`src/rtl/bdc_pkg.sv`:
```
// shared widths, limits and divider field codes for the baud divisor calculator
package bdc_pkg;

  localparam int unsigned BAUD_W    = 24;
  localparam int unsigned CLK_W     = 32;
  localparam int unsigned FIELD_W   = 16;
  localparam int unsigned CODE_W    = 3;

  // largest denominator, one above the largest increment field value; the numerator may reach seven times this
  localparam int unsigned INC_LIMIT = 65535;

  // tolerance is (baud / TOL_DIV) * TOL_PCT
  localparam int unsigned TOL_DIV   = 100;
  localparam int unsigned TOL_PCT   = 3;

  // reference divider field codes
  localparam logic [CODE_W-1:0] CODE_DIV1   = 3'h5;
  localparam logic [CODE_W-1:0] CODE_DIV2   = 3'h4;
  localparam logic [CODE_W-1:0] CODE_DIV3   = 3'h3;
  localparam logic [CODE_W-1:0] CODE_DIV4   = 3'h2;
  localparam logic [CODE_W-1:0] CODE_DIV5   = 3'h1;
  localparam logic [CODE_W-1:0] CODE_DIV6   = 3'h0;
  localparam logic [CODE_W-1:0] CODE_DIV7   = 3'h6;
  localparam logic [CODE_W-1:0] CODE_UNUSED = 3'h7;

  // map a divider of 1..7 to its field code
  function automatic logic [CODE_W-1:0] div_code(input logic [CODE_W-1:0] divider);
    logic [CODE_W-1:0] code;
    unique case (divider)
      3'd1:    code = CODE_DIV1;
      3'd2:    code = CODE_DIV2;
      3'd3:    code = CODE_DIV3;
      3'd4:    code = CODE_DIV4;
      3'd5:    code = CODE_DIV5;
      3'd6:    code = CODE_DIV6;
      3'd7:    code = CODE_DIV7;
      default: code = CODE_DIV1;
    endcase
    return code;
  endfunction

endpackage

```
`src/rtl/bdc_ifs.sv`:
```
// valid/ready channel interfaces for the request and the result transactions
interface bdc_in_if;
  logic                          valid;
  logic                          ready;
  logic [bdc_pkg::BAUD_W-1:0]    baud_rate;
  logic [bdc_pkg::CLK_W-1:0]     source_clock_hz;

  modport source (output valid, baud_rate, source_clock_hz, input ready);
  modport sink   (input valid, baud_rate, source_clock_hz, output ready);
endinterface

interface bdc_out_if;
  logic                          valid;
  logic                          ready;
  logic                          within_tolerance;
  logic [bdc_pkg::CODE_W-1:0]    ref_div_code;
  logic [bdc_pkg::FIELD_W-1:0]   increment_value;
  logic [bdc_pkg::FIELD_W-1:0]   modulator_value;

  modport source (output valid, within_tolerance, ref_div_code, increment_value,
                  modulator_value, input ready);
  modport sink   (input valid, within_tolerance, ref_div_code, increment_value,
                  modulator_value, output ready);
endinterface

```
`src/rtl/baud_divisor_calculator.sv`:
```
// Fractional UART baud divisor calculator built around one shared bit-serial divider.
// Each divide is issued, runs 48 shift steps and is handed back; a Euclid step adds a remainder state.
// How long a request runs depends on the gcd chains and on scaling; zero inputs go straight
// to the final state, which loads the output register once it is free.
// Throughput: one transaction at a time, set by the serial divider; a result held in
// the output register does not block the next request. Synchronous active-low reset.
module baud_divisor_calculator (
  input  logic      clk,
  input  logic      rst_n,
  bdc_in_if.sink    in_if,
  bdc_out_if.source out_if
);
  import bdc_pkg::*;

  localparam int unsigned DEN_W  = BAUD_W + 4;
  localparam int unsigned QW     = CLK_W + FIELD_W;
  localparam int unsigned CNT_W  = $clog2(QW + 1);
  localparam int unsigned BQ_W   = $clog2((1 << BAUD_W) / TOL_DIV + 1);
  localparam int unsigned TOL_W  = BQ_W + 2;

  localparam logic [CLK_W-1:0] LIM      = CLK_W'(INC_LIMIT);
  localparam logic [CLK_W-1:0] LIM7     = CLK_W'(7 * INC_LIMIT);
  localparam logic [CLK_W-1:0] TOL_DVS  = CLK_W'(TOL_DIV);
  localparam logic [CNT_W-1:0] DIV_STEPS = CNT_W'(QW);

  // sequencer states
  localparam logic [4:0] ST_IDLE = 5'd0;
  localparam logic [4:0] ST_WAIT = 5'd1;
  localparam logic [4:0] ST_G1   = 5'd2;
  localparam logic [4:0] ST_G1R  = 5'd3;
  localparam logic [4:0] ST_NUM  = 5'd4;
  localparam logic [4:0] ST_DEN  = 5'd5;
  localparam logic [4:0] ST_CHK  = 5'd6;
  localparam logic [4:0] ST_M    = 5'd7;
  localparam logic [4:0] ST_N    = 5'd8;
  localparam logic [4:0] ST_SN   = 5'd9;
  localparam logic [4:0] ST_SD   = 5'd10;
  localparam logic [4:0] ST_DVR  = 5'd11;
  localparam logic [4:0] ST_G2   = 5'd12;
  localparam logic [4:0] ST_G2R  = 5'd13;
  localparam logic [4:0] ST_TN   = 5'd14;
  localparam logic [4:0] ST_TD   = 5'd15;
  localparam logic [4:0] ST_MUL  = 5'd16;
  localparam logic [4:0] ST_ACH  = 5'd17;
  localparam logic [4:0] ST_TOL  = 5'd18;
  localparam logic [4:0] ST_BQ   = 5'd19;
  localparam logic [4:0] ST_MD   = 5'd20;
  localparam logic [4:0] ST_FIN  = 5'd21;

  // control state
  logic [4:0]        state_r, state_nxt;
  logic [4:0]        ret_r, ret_nxt;
  logic [CNT_W-1:0]  dcnt_r, dcnt_nxt;
  logic              out_valid_r, out_valid_nxt;

  // datapath registers
  logic [BAUD_W-1:0] baud_r, baud_nxt;
  logic [CLK_W-1:0]  sclk_r, sclk_nxt;
  logic              zero_r, zero_nxt;
  logic [CLK_W-1:0]  ga_r, ga_nxt;
  logic [CLK_W-1:0]  gb_r, gb_nxt;
  logic [CLK_W-1:0]  num_r, num_nxt;
  logic [DEN_W-1:0]  den_r, den_nxt;
  logic [CLK_W-1:0]  tmp_r, tmp_nxt;
  logic [CODE_W-1:0] divider_r, divider_nxt;
  logic [QW-1:0]     prod_r, prod_nxt;
  logic [TOL_W-1:0]  tol_r, tol_nxt;
  logic [FIELD_W-1:0] mod_r, mod_nxt;

  // shared divider registers: quotient/dividend shift, remainder, divisor
  logic [QW-1:0]     dq_r, dq_nxt;
  logic [CLK_W-1:0]  dr_r, dr_nxt;
  logic [CLK_W-1:0]  dd_r, dd_nxt;

  // output register
  logic              o_tol_r, o_tol_nxt;
  logic [CODE_W-1:0] o_code_r, o_code_nxt;
  logic [FIELD_W-1:0] o_inc_r, o_inc_nxt;
  logic [FIELD_W-1:0] o_mod_r, o_mod_nxt;

  // divide issue request
  logic              iss;
  logic [QW-1:0]     iss_dvd;
  logic [CLK_W-1:0]  iss_dvs;
  logic [4:0]        iss_ret;

  // one restoring divide step
  logic [CLK_W:0]    trial;
  logic [CLK_W:0]    trial_sub;
  logic              trial_ge;

  assign trial     = {dr_r, dq_r[QW-1]};
  assign trial_sub = trial - {1'b0, dd_r};
  assign trial_ge  = (trial >= {1'b0, dd_r});

  // helpers for the sequencer
  logic [CLK_W-1:0]  baud_x16;
  logic [CLK_W-1:0]  num_x16;
  logic [CLK_W-1:0]  q_plus1;
  logic [CLK_W-1:0]  mx;
  logic [QW-1:0]     mul_c;
  logic [QW-1:0]     ach_abs;
  logic [QW-1:0]     baud_ext;

  assign baud_x16 = CLK_W'({baud_r, 4'b0000});
  assign num_x16  = {num_r[CLK_W-5:0], 4'b0000};
  assign q_plus1  = dq_r[CLK_W-1:0] + CLK_W'(1);
  assign mx       = (tmp_r > q_plus1) ? tmp_r : q_plus1;
  assign mul_c    = QW'(tmp_r) * QW'(den_r[FIELD_W-1:0]);
  assign baud_ext = QW'(baud_r);
  assign ach_abs  = (prod_r >= baud_ext) ? (prod_r - baud_ext) : (baud_ext - prod_r);

  assign in_if.ready = (state_r == ST_IDLE);

  // sequencer and datapath next state
  always_comb begin
    state_nxt     = state_r;
    ret_nxt       = ret_r;
    dcnt_nxt      = dcnt_r;
    out_valid_nxt = out_valid_r;
    baud_nxt      = baud_r;
    sclk_nxt      = sclk_r;
    zero_nxt      = zero_r;
    ga_nxt        = ga_r;
    gb_nxt        = gb_r;
    num_nxt       = num_r;
    den_nxt       = den_r;
    tmp_nxt       = tmp_r;
    divider_nxt   = divider_r;
    prod_nxt      = prod_r;
    tol_nxt       = tol_r;
    mod_nxt       = mod_r;
    dq_nxt        = dq_r;
    dr_nxt        = dr_r;
    dd_nxt        = dd_r;
    o_tol_nxt     = o_tol_r;
    o_code_nxt    = o_code_r;
    o_inc_nxt     = o_inc_r;
    o_mod_nxt     = o_mod_r;
    iss           = 1'b0;
    iss_dvd       = '0;
    iss_dvs       = CLK_W'(1);
    iss_ret       = ST_IDLE;

    // result leaves the output register
    if (out_valid_r && out_if.ready) begin
      out_valid_nxt = 1'b0;
    end

    unique case (state_r)
      ST_IDLE: begin
        if (in_if.valid) begin
          baud_nxt  = in_if.baud_rate;
          sclk_nxt  = in_if.source_clock_hz;
          zero_nxt  = (in_if.baud_rate == '0) || (in_if.source_clock_hz == '0);
          ga_nxt    = in_if.source_clock_hz;
          gb_nxt    = CLK_W'({in_if.baud_rate, 4'b0000});
          state_nxt = ((in_if.baud_rate == '0) || (in_if.source_clock_hz == '0)) ?
                      ST_FIN : ST_G1;
        end
      end
      ST_WAIT: begin
        if (dcnt_r != '0) begin
          dr_nxt   = trial_ge ? trial_sub[CLK_W-1:0] : trial[CLK_W-1:0];
          dq_nxt   = {dq_r[QW-2:0], trial_ge};
          dcnt_nxt = dcnt_r - CNT_W'(1);
        end else begin
          state_nxt = ret_r;
        end
      end
      // first gcd of clock and 16 * baud
      ST_G1: begin
        iss = 1'b1;
        if (gb_r == '0) begin
          iss_dvd = QW'(sclk_r);
          iss_dvs = ga_r;
          iss_ret = ST_NUM;
        end else begin
          iss_dvd = QW'(ga_r);
          iss_dvs = gb_r;
          iss_ret = ST_G1R;
        end
      end
      ST_G1R: begin
        ga_nxt    = gb_r;
        gb_nxt    = dr_r;
        state_nxt = ST_G1;
      end
      ST_NUM: begin
        num_nxt = dq_r[CLK_W-1:0];
        iss     = 1'b1;
        iss_dvd = QW'(baud_x16);
        iss_dvs = ga_r;
        iss_ret = ST_DEN;
      end
      ST_DEN: begin
        den_nxt   = dq_r[DEN_W-1:0];
        state_nxt = ST_CHK;
      end
      // scale down when a term is out of range, else go on to the reference divider
      ST_CHK: begin
        iss = 1'b1;
        if ((num_r > LIM7) || (CLK_W'(den_r) > LIM)) begin
          iss_dvd = QW'(num_r - CLK_W'(1));
          iss_dvs = LIM7;
          iss_ret = ST_M;
        end else begin
          iss_dvd = QW'(num_r - CLK_W'(1));
          iss_dvs = LIM;
          iss_ret = ST_DVR;
        end
      end
      ST_M: begin
        tmp_nxt = q_plus1;
        iss     = 1'b1;
        iss_dvd = QW'(CLK_W'(den_r) - CLK_W'(1));
        iss_dvs = LIM;
        iss_ret = ST_N;
      end
      ST_N: begin
        tmp_nxt = mx;
        iss     = 1'b1;
        iss_dvd = QW'(num_r);
        iss_dvs = mx;
        iss_ret = ST_SN;
      end
      ST_SN: begin
        num_nxt = (dq_r == '0) ? CLK_W'(1) : dq_r[CLK_W-1:0];
        iss     = 1'b1;
        iss_dvd = QW'(den_r);
        iss_dvs = tmp_r;
        iss_ret = ST_SD;
      end
      ST_SD: begin
        den_nxt = (dq_r == '0) ? DEN_W'(1) : dq_r[DEN_W-1:0];
        iss     = 1'b1;
        iss_dvd = QW'(num_r - CLK_W'(1));
        iss_dvs = LIM;
        iss_ret = ST_DVR;
      end
      // reference divider, then second gcd of clock and 16 * num
      ST_DVR: begin
        divider_nxt = dq_r[CODE_W-1:0] + CODE_W'(1);
        ga_nxt      = sclk_r;
        gb_nxt      = num_x16;
        state_nxt   = ST_G2;
      end
      ST_G2: begin
        iss = 1'b1;
        if (gb_r == '0) begin
          iss_dvd = QW'(sclk_r);
          iss_dvs = ga_r;
          iss_ret = ST_TN;
        end else begin
          iss_dvd = QW'(ga_r);
          iss_dvs = gb_r;
          iss_ret = ST_G2R;
        end
      end
      ST_G2R: begin
        ga_nxt    = gb_r;
        gb_nxt    = dr_r;
        state_nxt = ST_G2;
      end
      ST_TN: begin
        tmp_nxt = dq_r[CLK_W-1:0];
        iss     = 1'b1;
        iss_dvd = QW'(num_x16);
        iss_dvs = ga_r;
        iss_ret = ST_TD;
      end
      ST_TD: begin
        gb_nxt    = dq_r[CLK_W-1:0];
        state_nxt = ST_MUL;
      end
      // achieved rate = tnum * den / tden
      ST_MUL: begin
        prod_nxt  = mul_c;
        state_nxt = ST_ACH;
      end
      ST_ACH: begin
        iss     = 1'b1;
        iss_dvd = prod_r;
        iss_dvs = gb_r;
        iss_ret = ST_TOL;
      end
      ST_TOL: begin
        prod_nxt = dq_r;
        iss      = 1'b1;
        iss_dvd  = QW'(baud_r);
        iss_dvs  = TOL_DVS;
        iss_ret  = ST_BQ;
      end
      ST_BQ: begin
        tol_nxt = TOL_W'(dq_r[BQ_W-1:0]) * TOL_W'(TOL_PCT);
        iss     = 1'b1;
        iss_dvd = QW'(num_r);
        iss_dvs = CLK_W'(divider_r);
        iss_ret = ST_MD;
      end
      ST_MD: begin
        mod_nxt   = dq_r[FIELD_W-1:0] - FIELD_W'(1);
        state_nxt = ST_FIN;
      end
      // load the output register once it is free
      ST_FIN: begin
        if (!out_valid_r || out_if.ready) begin
          out_valid_nxt = 1'b1;
          if (zero_r) begin
            o_tol_nxt  = 1'b0;
            o_code_nxt = '0;
            o_inc_nxt  = '0;
            o_mod_nxt  = '0;
          end else begin
            o_tol_nxt  = (ach_abs < QW'(tol_r));
            o_code_nxt = div_code(divider_r);
            o_inc_nxt  = den_r[FIELD_W-1:0] - FIELD_W'(1);
            o_mod_nxt  = mod_r;
          end
          state_nxt = ST_IDLE;
        end
      end
      default: begin
        state_nxt = ST_IDLE;
      end
    endcase

    // start the shared divider
    if (iss) begin
      dq_nxt    = iss_dvd;
      dr_nxt    = '0;
      dd_nxt    = iss_dvs;
      dcnt_nxt  = DIV_STEPS;
      ret_nxt   = iss_ret;
      state_nxt = ST_WAIT;
    end
  end

  // control registers
  always_ff @(posedge clk) begin
    if (!rst_n) begin
      state_r     <= ST_IDLE;
      ret_r       <= ST_IDLE;
      dcnt_r      <= '0;
      out_valid_r <= 1'b0;
    end else begin
      state_r     <= state_nxt;
      ret_r       <= ret_nxt;
      dcnt_r      <= dcnt_nxt;
      out_valid_r <= out_valid_nxt;
    end
  end

  // payload registers
  always_ff @(posedge clk) begin
    baud_r    <= baud_nxt;
    sclk_r    <= sclk_nxt;
    zero_r    <= zero_nxt;
    ga_r      <= ga_nxt;
    gb_r      <= gb_nxt;
    num_r     <= num_nxt;
    den_r     <= den_nxt;
    tmp_r     <= tmp_nxt;
    divider_r <= divider_nxt;
    prod_r    <= prod_nxt;
    tol_r     <= tol_nxt;
    mod_r     <= mod_nxt;
    dq_r      <= dq_nxt;
    dr_r      <= dr_nxt;
    dd_r      <= dd_nxt;
    o_tol_r   <= o_tol_nxt;
    o_code_r  <= o_code_nxt;
    o_inc_r   <= o_inc_nxt;
    o_mod_r   <= o_mod_nxt;
  end

  // result channel
  assign out_if.valid            = out_valid_r;
  assign out_if.within_tolerance = o_tol_r;
  assign out_if.ref_div_code     = o_code_r;
  assign out_if.increment_value  = o_inc_r;
  assign out_if.modulator_value  = o_mod_r;

endmodule

```
`src/flat_wrapper.sv`:
```
// flat-port wrapper written by rule: the top's interface ports become plain ports
module baud_divisor_calculator_flat import bdc_pkg::*;
  (clk, rst_n, in_if_valid, in_if_baud_rate, in_if_source_clock_hz, in_if_ready, out_if_valid, out_if_within_tolerance, out_if_ref_div_code, out_if_increment_value, out_if_modulator_value, out_if_ready);
  bdc_in_if in_if_i ();
  bdc_out_if out_if_i ();
  input  logic clk;
  input  logic rst_n;
  input wire logic [$bits(in_if_i.valid)-1:0] in_if_valid;
  input wire logic [$bits(in_if_i.baud_rate)-1:0] in_if_baud_rate;
  input wire logic [$bits(in_if_i.source_clock_hz)-1:0] in_if_source_clock_hz;
  output wire logic [$bits(in_if_i.ready)-1:0] in_if_ready;
  output wire logic [$bits(out_if_i.valid)-1:0] out_if_valid;
  output wire logic [$bits(out_if_i.within_tolerance)-1:0] out_if_within_tolerance;
  output wire logic [$bits(out_if_i.ref_div_code)-1:0] out_if_ref_div_code;
  output wire logic [$bits(out_if_i.increment_value)-1:0] out_if_increment_value;
  output wire logic [$bits(out_if_i.modulator_value)-1:0] out_if_modulator_value;
  input wire logic [$bits(out_if_i.ready)-1:0] out_if_ready;
  assign in_if_i.valid = in_if_valid;
  assign in_if_i.baud_rate = in_if_baud_rate;
  assign in_if_i.source_clock_hz = in_if_source_clock_hz;
  assign in_if_ready = in_if_i.ready;
  assign out_if_valid = out_if_i.valid;
  assign out_if_within_tolerance = out_if_i.within_tolerance;
  assign out_if_ref_div_code = out_if_i.ref_div_code;
  assign out_if_increment_value = out_if_i.increment_value;
  assign out_if_modulator_value = out_if_i.modulator_value;
  assign out_if_i.ready = out_if_ready;
  baud_divisor_calculator u_core (.clk(clk), .rst_n(rst_n), .in_if(in_if_i), .out_if(out_if_i));
endmodule
```
`config.mk`:
```
export PLATFORM = sky130hd
export DESIGN_NAME = baud_divisor_calculator_flat
export DESIGN_NICKNAME = d
export VERILOG_FILES = /design/src/rtl/bdc_pkg.sv /design/src/rtl/bdc_ifs.sv /design/src/rtl/baud_divisor_calculator.sv /design/src/flat_wrapper.sv
export SDC_FILE = /design/constraint.sdc
export NUM_CORES = 2
export LEC_CHECK = 0
export ABC_AREA = 1
export CAP_MARGIN = 5
export CORE_UTILIZATION = 37
export DETAILED_ROUTE_END_ITERATION = 8
export DONT_BUFFER_PORTS = 1
export GPL_TIMING_DRIVEN = 0
export PLACE_DENSITY = 0.48
export SKIP_CTS_REPAIR_TIMING = 1
export SLEW_MARGIN = 20
export SYNTH_ARGS = -nofsm -noshare
export SYNTH_HDL_FRONTEND = slang
export SYNTH_SLANG_ARGS = --single-unit
```
`constraint.sdc`:
```
create_clock -name clk -period 6.8 [get_ports clk]
set_input_delay 0.68 -clock clk [delete_from_list [all_inputs] [get_ports clk]]
set_output_delay 0.68 -clock clk [all_outputs]
set_load 0.03 [all_outputs]
```
==> impl_metrics.csv <==
group,metric,value,unit
die,core_area,132000,sq um
synthesis,avgSynthCellArea,7.69,sq um
route,wl_per_cell,28.1,um
timing,rsz0062_at_grt,"yes",
timing,relSlewSlack,19.8,%
placed_design,preCtsSetupSlack,-1600,ps
placed_design,gp_congestion,1.06,
synthesis,syn_area,49300,sq um
worst_setup_path,worst_setup_path_start_kind,"flip-flop",
worst_setup_path,cp_max_fo,10,
cells_and_area,fin_cells,8313,
timing,timing.hold.ws,90.0,ps
timing,final-max-slew-violation-count,0,
route,vias_per_cell,5.60,
worst_setup_path,cp-end-kind,"flip-flop",
power,p_sw,5.38,mW
timing,max_freq,149,MHz
power,switching_share,44.2,%
die,die_y,367,um
placed_design,io_buffers,0,
synthesis,synth_edf_count,416,
route,wirelength,234000,um
die,die_area,135000,sq um
synthesis,synth.yosys.seq_area_share,27.3,%
route,drc,0,
die,rows,133,
clock_network,clock-root-buffer,"clkbuf_16",
synthesis,synthTopCellsByCount,"nand2_1, inv_1, nor2_1, fa_1, edfxtp_1",
synthesis,synth_most_common_cell,"nand2_1",
status,status,"completed",
grt,gr-total-overflow,0,
power,power,12.2,mW
route,drt.antenna.violating_nets,0,
synthesis,ys.warnings.count,0,
synthesis,syn_nets,7195,
clock_network,cts_buffers,53,
grt,grt_pass1_vias,43864,
timing,worst_pin_slew,1200,ps
cells_and_area,final_layout_size_suffix_gt1_share,7.55,%
die,num_io_pins,98,
placed_design,dp_cells,8193,
synthesis,netlist.top_cell.by_area,"edfxtp_1",
grt,antenna_found_initial,10,
cells_and_area,final_core_util,41.8,%
power,leakage,26.4,nW
worst_setup_path,required,7280,ps
power,p_int,6.78,mW
synthesis,syn-instance-count,6421,
timing,fin_ws,102,ps
grt,grt_usage,34.2,%
clock_network,path_clk_slew,70,ps
power,ir_worst_vdd,0.000202,V
power,powerDensity,220,nW/um^2
clock_network,clk_latency,680,ps
power,power_frac_seq,36.9,%
synthesis,yosysTopAreaCellShare,25.3,%
synthesis,synth-async-reset-ratio,0,%
synthesis,ys_dominant_reg_cell,"edfxtp_1",
worst_setup_path,crit_type,"reg -> reg",
grt,grt_max_degree,32,
cells_and_area,nets,7286,
route,num_vias,46589,
timing,finalHoldViolCount,0,
timing,fin_crit,6700,ps
cells_and_area,n_fill_cell,13840,
clock_network,clockBufferDepth,3,
worst_setup_path,critPathArrivalTime,7180,ps
synthesis,yosysUniqueCellTypes,70,
timing,post-route-period-util,98.5,%
min_path,hp-class,"in -> reg",
clock_network,cts_max_level,2,
timing,finClkSkew,34.3,ps
clock_network,cts_tree,"done",
power,comb_power_share,38.7,%
placed_design,hpwl,194000,um
route,drt_iter0_markers,6453,
route,dr.pass1.iters,6,
run,drv_cap,0,
die,die_x,367,um
timing,setup_viol,0,
die,start_util,37.4,%
synthesis,ys_seq_elements,465,
synthesis,ys_top_cells_by_area,"edfxtp_1, fa_1, nand2_1, inv_1, ha_1",
power,clkPwrFrac,24.5,%
cells_and_area,area_delta_synth_final,11.8,%
grt,grt_pass1_wl,329000,um
clock_network,cts_sinks,465,
==> per-layer routing <==
metal / global-route usage [%] / vias to the layer above / share of wire, %
li1: - / 20551 / -
met1: 52.7 / 23120 / 45
met2: 47.5 / 2629 / 40
met3: 6.32 / 283 / 11
met4: 10.7 / 6 / 3.5
met5: 0 / - / 0.018
==> power by group through the flow <==
stage	clock [mW]	sequential (mW)	combinational, mW
global route	3.07	4.48	5.01
floorplan	0	4.14	2.80
CTS	2.98	4.44	4.56
global placement	0	4.53	4.43
detailed placement	0	4.50	4.54
finish	2.97	4.48	4.70
==> kinds of logic after synthesis <==
logic type | synth area share [%]
and+or+nand+nor | 22.2
xor gates and xnor gates | 2.79
AOI/OAI and AO/OA | 10.6
adders and majority gates | 24.5
DFF | 27.3
muxes | 0.0203
buffers and inverters | 12.5
==> worst max-delay path: stages, from the launching register on <==
cell       delay, ps
edfxtp_1         610
ha_1             300
inv_1            180
fa_1             470
nand3_1          110
nand3_1          360
nand2_1          220
nand2_1          110
nand2_1          100
nand2_1           50
nand2_1          120
nand3_4          190
buf_8            230
o21ai_1          360
o221ai_1         230
xnor2_1          500
inv_1            110
ha_1             350
a2111oi_2        390
buf_2            290
nand2_1           80
nor2_1           120
nand2_1           60
nor2_1           140
nand3_1          130
nor2_1           130
nand3_2          270
nor2_1           250
==> cell usage in the layout, fill, tap and decap left out, types with 44 or more instances in the layout <==
master | Yosys | routed
nand2_1 | 1633 | 1623
inv_1 | 1328 | 1327
nor2_1 | 454 | 437
fa_1 | 422 | 420
edfxtp_1 | 416 | 416
ha_1 | 292 | 270
nand3_1 | 263 | 254
a21oi_1 | 236 | 215
o21ai_0 | 185 | 176
clkbuf_1 | 208 | 113
xor2_1 | 103 | 102
o22ai_1 | 89 | 89
buf_4 | 2 | 61
nor3_1 | 56 | 55
nand4_1 | 53 | 53
clkbuf_16 | 0 | 53
xnor2_1 | 54 | 52
dfxtp_1 | 49 | 49
buf_6 | 6 | 48
nor4_1 | 49 | 44
==> area by class of cell <==
| cell class | count | area [sq um] | share of cell area, % |
|---|---|---|---|
| clock inverters | 35 | 317 | 0.574 |
| flip-flops and latches | 465 | 13500 | 24.4 |
| multi-input cells | 4332 | 30400 | 55.1 |
| diodes | 2 | 5.00 | 0.00907 |
| repair buffers | 42 | 589 | 1.07 |
| clock buffers | 64 | 1390 | 2.52 |
| plain buffers | 268 | 1710 | 3.10 |
| well taps | 1755 | 2200 | 3.98 |
| inverters | 1350 | 5070 | 9.18 |
==> metrics by stage <==
stage	setup TNS, ps	instance area, sq um
floorplan	0	49300
global placement	-136230	51500
detailed placement	-36190	52000
CTS	-37080	53700
global route	-46.5	55200
finish	0	55200
==> state kept, by name, summed over array words and instances, names as in the netlist, 20 cells and up <==
register       count
u_core.baud_r     24
u_core.gb_r       32
u_core.tmp_r      32
u_core.den_r      28
u_core.dq_r       48
u_core.dr_r       32
u_core.tol_r      20
u_core.sclk_r     32
u_core.num_r      32
u_core.dd_r       32
u_core.ga_r       32
u_core.prod_r     48
==> worst paths after layout <==
kind	end	slack, ps	start	cells past startpoint
hold / removal	u_core.baud_r[8]	90	in_if_baud_rate[8]	0
setup / recovery	u_core.out_if.within_tolerance	100	u_core.baud_r[0]	27
setup reg to reg	u_core.out_if.within_tolerance	100	u_core.baud_r[0]	27
hold reg to reg	u_core.dcnt_r[0]	470	u_core.dcnt_r[0]	2
Note: power is estimated with default switching activity, not from simulation.
